## config.mk

```make
export PLATFORM = sky130hd
export DESIGN_NAME = htu_lane
export DESIGN_NICKNAME = d
export VERILOG_FILES = /design/src/sv/htu_pkg.sv /design/src/sv/htu_lane.sv
export SDC_FILE = /design/constraint.sdc
export NUM_CORES = 2
export LEC_CHECK = 0
export ABC_AREA = 1
export BUFFER_PORTS_ARGS = -buffer_cell sky130_fd_sc_hd__buf_2
export CAP_MARGIN = 40
export CORE_ASPECT_RATIO = 1.5
export CORE_MARGIN = 2
export CORE_UTILIZATION = 65
export CTS_CLUSTER_SIZE = 28
export DETAILED_ROUTE_END_ITERATION = 12
export GPL_TIMING_DRIVEN = 0
export PLACE_DENSITY = 0.9
export SETUP_SLACK_MARGIN = 0.02
export SYNTH_ARGS = -nofsm -noshare
export SYNTH_HDL_FRONTEND = slang
export SYNTH_SLANG_ARGS = --single-unit
export TNS_END_PERCENT = 10
```

## constraint.sdc

```tcl
create_clock -name i_clk -period 14.7 [get_ports i_clk]
set_clock_uncertainty 0.2 [all_clocks]
set_input_delay 2.205 -clock i_clk [delete_from_list [all_inputs] [get_ports i_clk]]
set_output_delay 2.205 -clock i_clk [all_outputs]
set_load 0.02 [all_outputs]
```

## src/sv/htu_pkg.sv

```systemverilog
`timescale 1ns / 1ps
// ----------------------------------------------------------------------------
// htu_pkg
// Shared widths, action codes, payload types and saturation helpers for the
// homogeneous transform unit.
// ----------------------------------------------------------------------------
package htu_pkg;

    // Coordinate and coefficient formats (Q16.16 and Q4.12 at the defaults).
    localparam int COORD_WIDTH = 32;
    localparam int COEF_WIDTH  = 16;
    localparam int COORD_FRAC  = COORD_WIDTH / 2;
    localparam int COEF_FRAC   = COEF_WIDTH - 4;
    localparam int SUM_FRAC    = COORD_FRAC + COEF_FRAC;
    localparam int ROW_WIDTH   = 4 * COEF_WIDTH;

    // Product, lane sum and divider widths.
    localparam int PROD_WIDTH  = COORD_WIDTH + COEF_WIDTH;
    localparam int SUM_WIDTH   = PROD_WIDTH + 2;
    localparam int QUO_WIDTH   = COORD_WIDTH + 1;
    localparam int QUO_SHIFT   = QUO_WIDTH - COORD_FRAC;
    localparam int DIV_LAT     = QUO_WIDTH + 1;

    // Configuration register indexes.
    localparam int CFG_IDX_WIDTH = 3;
    localparam logic [CFG_IDX_WIDTH-1:0] CFG_FWD_ROW0 = 3'd0;
    localparam logic [CFG_IDX_WIDTH-1:0] CFG_FWD_ROW1 = 3'd1;
    localparam logic [CFG_IDX_WIDTH-1:0] CFG_FWD_ROW2 = 3'd2;
    localparam logic [CFG_IDX_WIDTH-1:0] CFG_FWD_ROW3 = 3'd3;
    localparam logic [CFG_IDX_WIDTH-1:0] CFG_INV_ROW0 = 3'd4;
    localparam logic [CFG_IDX_WIDTH-1:0] CFG_INV_ROW1 = 3'd5;
    localparam logic [CFG_IDX_WIDTH-1:0] CFG_INV_ROW2 = 3'd6;
    localparam logic [CFG_IDX_WIDTH-1:0] CFG_INV_ROW3 = 3'd7;

    // Action codes.
    localparam logic [2:0] ACT_POINT      = 3'd0;
    localparam logic [2:0] ACT_VECTOR     = 3'd1;
    localparam logic [2:0] ACT_NORMAL     = 3'd2;
    localparam logic [2:0] ACT_INV_POINT  = 3'd3;
    localparam logic [2:0] ACT_INV_VECTOR = 3'd4;
    localparam logic [2:0] ACT_INV_NORMAL = 3'd5;

    typedef struct packed {
        logic [2:0]                    action;
        logic signed [COORD_WIDTH-1:0] in_x;
        logic signed [COORD_WIDTH-1:0] in_y;
        logic signed [COORD_WIDTH-1:0] in_z;
    } t_in;

    typedef struct packed {
        logic signed [COORD_WIDTH-1:0] out_x;
        logic signed [COORD_WIDTH-1:0] out_y;
        logic signed [COORD_WIDTH-1:0] out_z;
        logic                          fault;
    } t_out;

    // One saturated coordinate with its fault bit.
    typedef struct packed {
        logic                   flt;
        logic [COORD_WIDTH-1:0] val;
    } t_sat;

    // Divider entry: either a finished bypass value or a division job.
    typedef struct packed {
        logic                   bypass;
        logic                   neg;
        logic [SUM_WIDTH-1:0]   num;
        logic [SUM_WIDTH-1:0]   den;
        t_sat                   byp;
    } t_div_in;

    // State carried through one divider stage.
    typedef struct packed {
        logic                   bypass;
        logic                   neg;
        logic                   ovf;
        t_sat                   byp;
        logic [SUM_WIDTH-1:0]   den;
        logic [SUM_WIDTH-1:0]   rem;
        logic [QUO_WIDTH-1:0]   bits;
        logic [QUO_WIDTH-1:0]   quo;
    } t_div_st;

    localparam logic [COORD_WIDTH-1:0] COORD_MAX = {1'b0, {(COORD_WIDTH-1){1'b1}}};
    localparam logic [COORD_WIDTH-1:0] COORD_MIN = {1'b1, {(COORD_WIDTH-1){1'b0}}};

    // Apply a sign to a magnitude and clamp to the coordinate range.
    function automatic t_sat sat_mag(input logic neg, input logic [SUM_WIDTH-1:0] mag);
        t_sat res;
        res.flt = 1'b0;
        res.val = '0;
        if (!neg) begin
            if (mag > SUM_WIDTH'(COORD_MAX)) begin
                res.flt = 1'b1;
                res.val = COORD_MAX;
            end else begin
                res.val = mag[COORD_WIDTH-1:0];
            end
        end else begin
            if (mag > SUM_WIDTH'(COORD_MIN)) begin
                res.flt = 1'b1;
                res.val = COORD_MIN;
            end else begin
                res.val = COORD_WIDTH'(-mag[COORD_WIDTH-1:0]);
            end
        end
        return res;
    endfunction

    // Magnitude of a signed lane sum.
    function automatic logic [SUM_WIDTH-1:0] abs_sum(input logic signed [SUM_WIDTH-1:0] s);
        return s[SUM_WIDTH-1] ? SUM_WIDTH'(-s) : SUM_WIDTH'(s);
    endfunction

    // Drop the coefficient fraction bits, rounding half away from zero.
    function automatic t_sat narrow_sum(input logic signed [SUM_WIDTH-1:0] s);
        logic [SUM_WIDTH-1:0] mag;
        mag = abs_sum(s);
        mag = (mag >> COEF_FRAC) + SUM_WIDTH'(mag[COEF_FRAC-1]);
        return sat_mag(s[SUM_WIDTH-1], mag);
    endfunction

endpackage

```

## src/sv/htu_lane.sv

```systemverilog
`timescale 1ns / 1ps
// ----------------------------------------------------------------------------
// htu_lane
// One row of the matrix product: three multiplies plus translation, summed.
// ----------------------------------------------------------------------------
module htu_lane (
    input  logic                                   i_clk,
    input  logic signed [htu_pkg::COORD_WIDTH-1:0] i_c0,
    input  logic signed [htu_pkg::COORD_WIDTH-1:0] i_c1,
    input  logic signed [htu_pkg::COORD_WIDTH-1:0] i_c2,
    input  logic signed [htu_pkg::COEF_WIDTH-1:0]  i_k0,
    input  logic signed [htu_pkg::COEF_WIDTH-1:0]  i_k1,
    input  logic signed [htu_pkg::COEF_WIDTH-1:0]  i_k2,
    input  logic signed [htu_pkg::COEF_WIDTH-1:0]  i_t,
    input  logic                                   i_point,
    output logic signed [htu_pkg::SUM_WIDTH-1:0]   o_sum
);

    logic signed [htu_pkg::PROD_WIDTH-1:0] r_p0, r_p1, r_p2;
    logic signed [htu_pkg::SUM_WIDTH-1:0]  r_t;
    logic signed [htu_pkg::SUM_WIDTH-1:0]  r_sum;

    // Stage one: the three products and the aligned translation term.
    always_ff @(posedge i_clk) begin
        r_p0 <= i_c0 * i_k0;
        r_p1 <= i_c1 * i_k1;
        r_p2 <= i_c2 * i_k2;
        r_t  <= i_point ? (htu_pkg::SUM_WIDTH'(i_t) <<< htu_pkg::COORD_FRAC) : '0;
    end

    // Stage two: exact sum.
    always_ff @(posedge i_clk) begin
        r_sum <= htu_pkg::SUM_WIDTH'(r_p0) + htu_pkg::SUM_WIDTH'(r_p1)
               + htu_pkg::SUM_WIDTH'(r_p2) + r_t;
    end

    assign o_sum = r_sum;

endmodule

```

======== Word-level counts from Yosys, hierarchy flattened ========
Cells that the tools add are included.
operators by class
  $add $sub $neg .......................... 3
  multipliers ............................. 3
operators by type and width
  kind                                            count
  32-bit by 16-bit multiplier with 48-bit output  3
  49-bit by 48-bit adder with 50-bit output       1
  50-bit by 32-bit adder with 50-bit output       1
  48-bit by 48-bit adder with 49-bit output       1
word-level totals
  register bits ........................... 210
  logic and storage cells ................. 11

======== Depth between registers and ports, before layout ========
  depth in word-level cells ............... 3
  gate-level depth with buffers ........... 29
  depth with buffers taken out ............ 27

======== Worst setup path before layout ========
Ideal clock, no wire load.
  kind .................................... input to register
  start point ............................. in i_c0[31] in the netlist's numbering
  end point ............................... reg r_p0[46] in the netlist's numbering
  library setup time ...................... 0.114 ns
  arrival time ............................ 7.335 ns
  data required time ...................... 14.386 ns
  setup slack ............................. 7.051 ns
  cell stages on the path ................. 23
  path buffers ............................ 1
  cells stage by stage .................... clkbuf_1 > nand2_1 > fa_1 > inv_1 > fa_1 > inv_1 > fa_1 > inv_1 > fa_1 > inv_1 > fa_1 > fa_1 > inv_1 > ha_1 > inv_1 > nor3_1 > nand2_1 > nor2_2 > inv_1 > nor2_1 > nand2_1 > nand4_1 > nand2_1
on the way
  word-level cells in the longest chain between the ends .. 1
RTL lines
  item                                            line            source
  from (decl)                                     htu_lane.sv:8   input logic signed [htu_pkg::COORD_WIDTH-1:0] i_c0,
  32-bit by 16-bit multiplier with 48-bit output  htu_lane.sv:25  r_p0 <= i_c0 * i_k0;
  to (signal assigned)                            htu_lane.sv:25
  to (decl)                                       htu_lane.sv:19  logic signed [htu_pkg::PROD_WIDTH-1:0] r_p0, r_p1, r_p2;
Every way passes these cells.
A chain may end at the register's enable or synchronous reset.

======== Worst setup path in the final report ========
  start point ............................. in i_c0[15] in the netlist's numbering
  end point ............................... reg r_p0[36] in the netlist's numbering
The elaborated chain is that of the path after synthesis.

==> results.json <==
{
  "outcome": "finished, final reports clean",
  "slew_headroom_pct": 31.1,
  "dieArea_mm2": 0.110,
  "syn2layout_area_growth_pct": 5.59,
  "cts_root_buffer": "clkbuf_16",
  "drv_cap": 0,
  "top_usage_layer": "met2",
  "first_pass_iters": 8,
  "cts_max_level": 1,
  "critPathCaptureType": "register",
  "r2r_slack_ns": 10.79,
  "ys_ff_latch": 210,
  "fin_crit_sh_pct": 60.7,
  "cp.required_ns": 14.94,
  "wl_mm": 266,
  "rows": 147,
  "num_io_pins": 212,
  "report.final.slew_viol_count": 0,
  "rsz0062_at_grt": "false",
  "place_hpwl_mm": 227,
  "synthCells": 9476,
  "worst-setup-path-type": "in -> reg",
  "clk_latency_ns": 0.54,
  "drt_iter0_drc": 5698,
  "worstRegToRegCells": 11,
  "arrival_ns": 9.16,
  "drcViolationCount": 0,
  "avgSynthCellArea_um2": 7.35,
  "crit_fanout": 10,
  "cts_setup_buffers": 0,
  "wl_per_cell_um": 23.9,
  "use_met1_pct": 46.4,
  "initial_core_util_pct": 65.3,
  "grt_start_max_net_pins": 18,
  "ys_async_sr_fraction_pct": 0,
  "max_freq_mhz": 112,
  "cts_buffers": 19,
  "hold_class": "reg -> reg",
  "cts_buffer_depth": 3,
  "worst-slew-pin-transition_ns": 1.03,
  "yosysWarnings": 0,
  "synth_ff_type": "dfxtp_1",
  "synth_edf_count": 0,
  "antenna_found_initial": 8,
  "fin_crit_ns": 8.92,
  "yosysSeqAreaShare_pct": 6.04,
  "synth_fp_nets": 11600,
  "cts_hold_buf": 0,
  "cp-start-kind": "primary input",
  "setup_viol": 0,
  "finalHoldViolations": 0,
  "vias_per_cell": 5.57,
  "die_y_um": 405,
  "path_clk_slew_ns": 0.07,
  "cts_num_sinks": 210,
  "place_congestion": 1.10,
  "nets": 11800,
  "core-area_mm2": 0.107,
  "ys_types": 30,
  "hold_depth": 3,
  "io_buffers": 134,
  "syn-cell-area_mm2": 0.0696,
  "vias": 62000,
  "grt_pass1_wl_mm": 399,
  "final_layout_size_suffix_gt1_share_pct": 4.73,
  "cts_tree": "built",
  "postRouteAntennaNets": 0,
  "setup_tns_ns": 0,
  "first_global_vias": 67400,
  "post_cts_resized": 0,
  "grt_util_met2_pct": 82.8,
  "fp.dieW_um": 271,
  "overflow": 0,
  "gr-usage-met3_pct": 12.6,
  "grt.total_usage_pct": 50.2
}
## layout by cell type (no fill, tap or decap), types with 19 or more instances in the layout
master / Yosys / routed
fa_1: 1540 / 1540
ha_1: 404 / 404
nand4_1: 56 / 56
buf_2: 0 / 134
o21bai_1: 20 / 20
clkbuf_16: 0 / 19
clkbuf_1: 318 / 319
buf_6: 0 / 32
nand3_1: 224 / 224
dfxtp_1: 210 / 210
inv_2: 37 / 37
nor2_1: 306 / 306
nor2_2: 66 / 66
xor2_1: 97 / 97
inv_1: 2920 / 2920
a21oi_1: 104 / 104
nor3_2: 26 / 26
nand2_2: 46 / 46
nand2_1: 2972 / 2972
nor3_1: 25 / 25
buf_8: 0 / 25
## Yosys cell counts, types with 14 or more instances
cell type	instances	area (um2)
nand2_2	46	288
nand3_1	224	1120
nand4_1	56	350
nor3_1	25	125
nand2_1	2972	11200
o21bai_1	20	150
xor2_1	97	850
fa_1	1540	30800
inv_2	37	139
a21oi_1	104	521
or2_2	18	113
ha_1	404	5050
dfxtp_1	210	4200
nor2_1	306	1150
nand3_2	14	140
inv_1	2920	11000
xnor2_1	14	123
nor3_2	26	260
nor2_2	66	413
clkbuf_1	318	1190
## stage by stage
stage	utilization (%)	setup slack (ns)	instances	hold WS (ns)	cell area (um2)
3_3_place_gp	67.6	5.37	11000	0.361	72100
4_1_cts	68.9	5.99	11100	0.393	73500
5_1_grt	68.9	5.67	11100	0.442	73500
2_1_floorplan	-	7.05	9476	0.349	69600
3_5_place_dp	68.2	5.45	11100	0.389	72800
6_report	68.9	5.78	11100	0.395	73500
## critical path, cell delays in order
cell and delay, ns:
clkbuf_1 0.50, clkbuf_1 0.74, nand2_1 0.22, fa_1 0.58
inv_1 0.05, fa_1 0.37, inv_1 0.22, fa_1 0.58
inv_1 0.13, fa_1 0.41, fa_1 0.51, inv_1 0.05
fa_1 0.86, inv_1 0.10, ha_1 0.39, nand2_1 0.13
nor2_1 0.22, inv_2 0.10, nor3_2 0.24, nand4_1 0.28
nand4_1 0.17, nand2_1 0.06
## per-layer routing
layer / part of all wire [%] / routed length (um)
met1: 28 / 74800
met2: 47 / 124000
met3: 9.0 / 24000
met4: 16 / 43000
met5: 0.0090 / 24
## area by class of cell
| cell class | count | area (um2) |
|---|---|---|
| sequential | 210 | 4200 |
| tap | 1415 | 1770 |
| fill | 9040 | 33100 |
| buffer | 318 | 1190 |
| clock buffer | 23 | 520 |
| multi-input combinational | 5988 | 53100 |
| inverter | 2960 | 11100 |
| timing repair buffer | 193 | 1440 |
| clock inverter | 11 | 155 |
| antenna | 3 | 7.51 |
## cell families (layout without fill, tap and decap cells)
logic type,Yosys count,in the layout,synth area share [%]
buffers and inverters,3278,3505,17.7
adder cells (fa/ha/maj),1944,1944,51.5
XOR/XNOR,111,111,1.40
AND/OR/NAND/NOR,3779,3779,22.1
flip-flops,210,210,6.04
other,0,3,0
AO/OA/AOI/OAI,154,154,1.28
## flip-flops by register name (all words and copies together) (netlist names)
register and cells:
o_sum 50, r_p0 48, r_p1 48, r_p2 48, r_t 16
## path summary, 6_finish.rpt
kind                     from           endpoint
min           r_p2[0]$_DFF_P_   o_sum[0]$_DFF_P_
min reg2reg   r_p2[0]$_DFF_P_   o_sum[0]$_DFF_P_
max                  i_c0[15]   r_p0[36]$_DFF_P_
max reg2reg  r_p0[15]$_DFF_P_  o_sum[36]$_DFF_P_
Power is left out: the tool's default activity adds up to more than one toggle a clock period on the data nets, which glitch-free logic cannot reach.
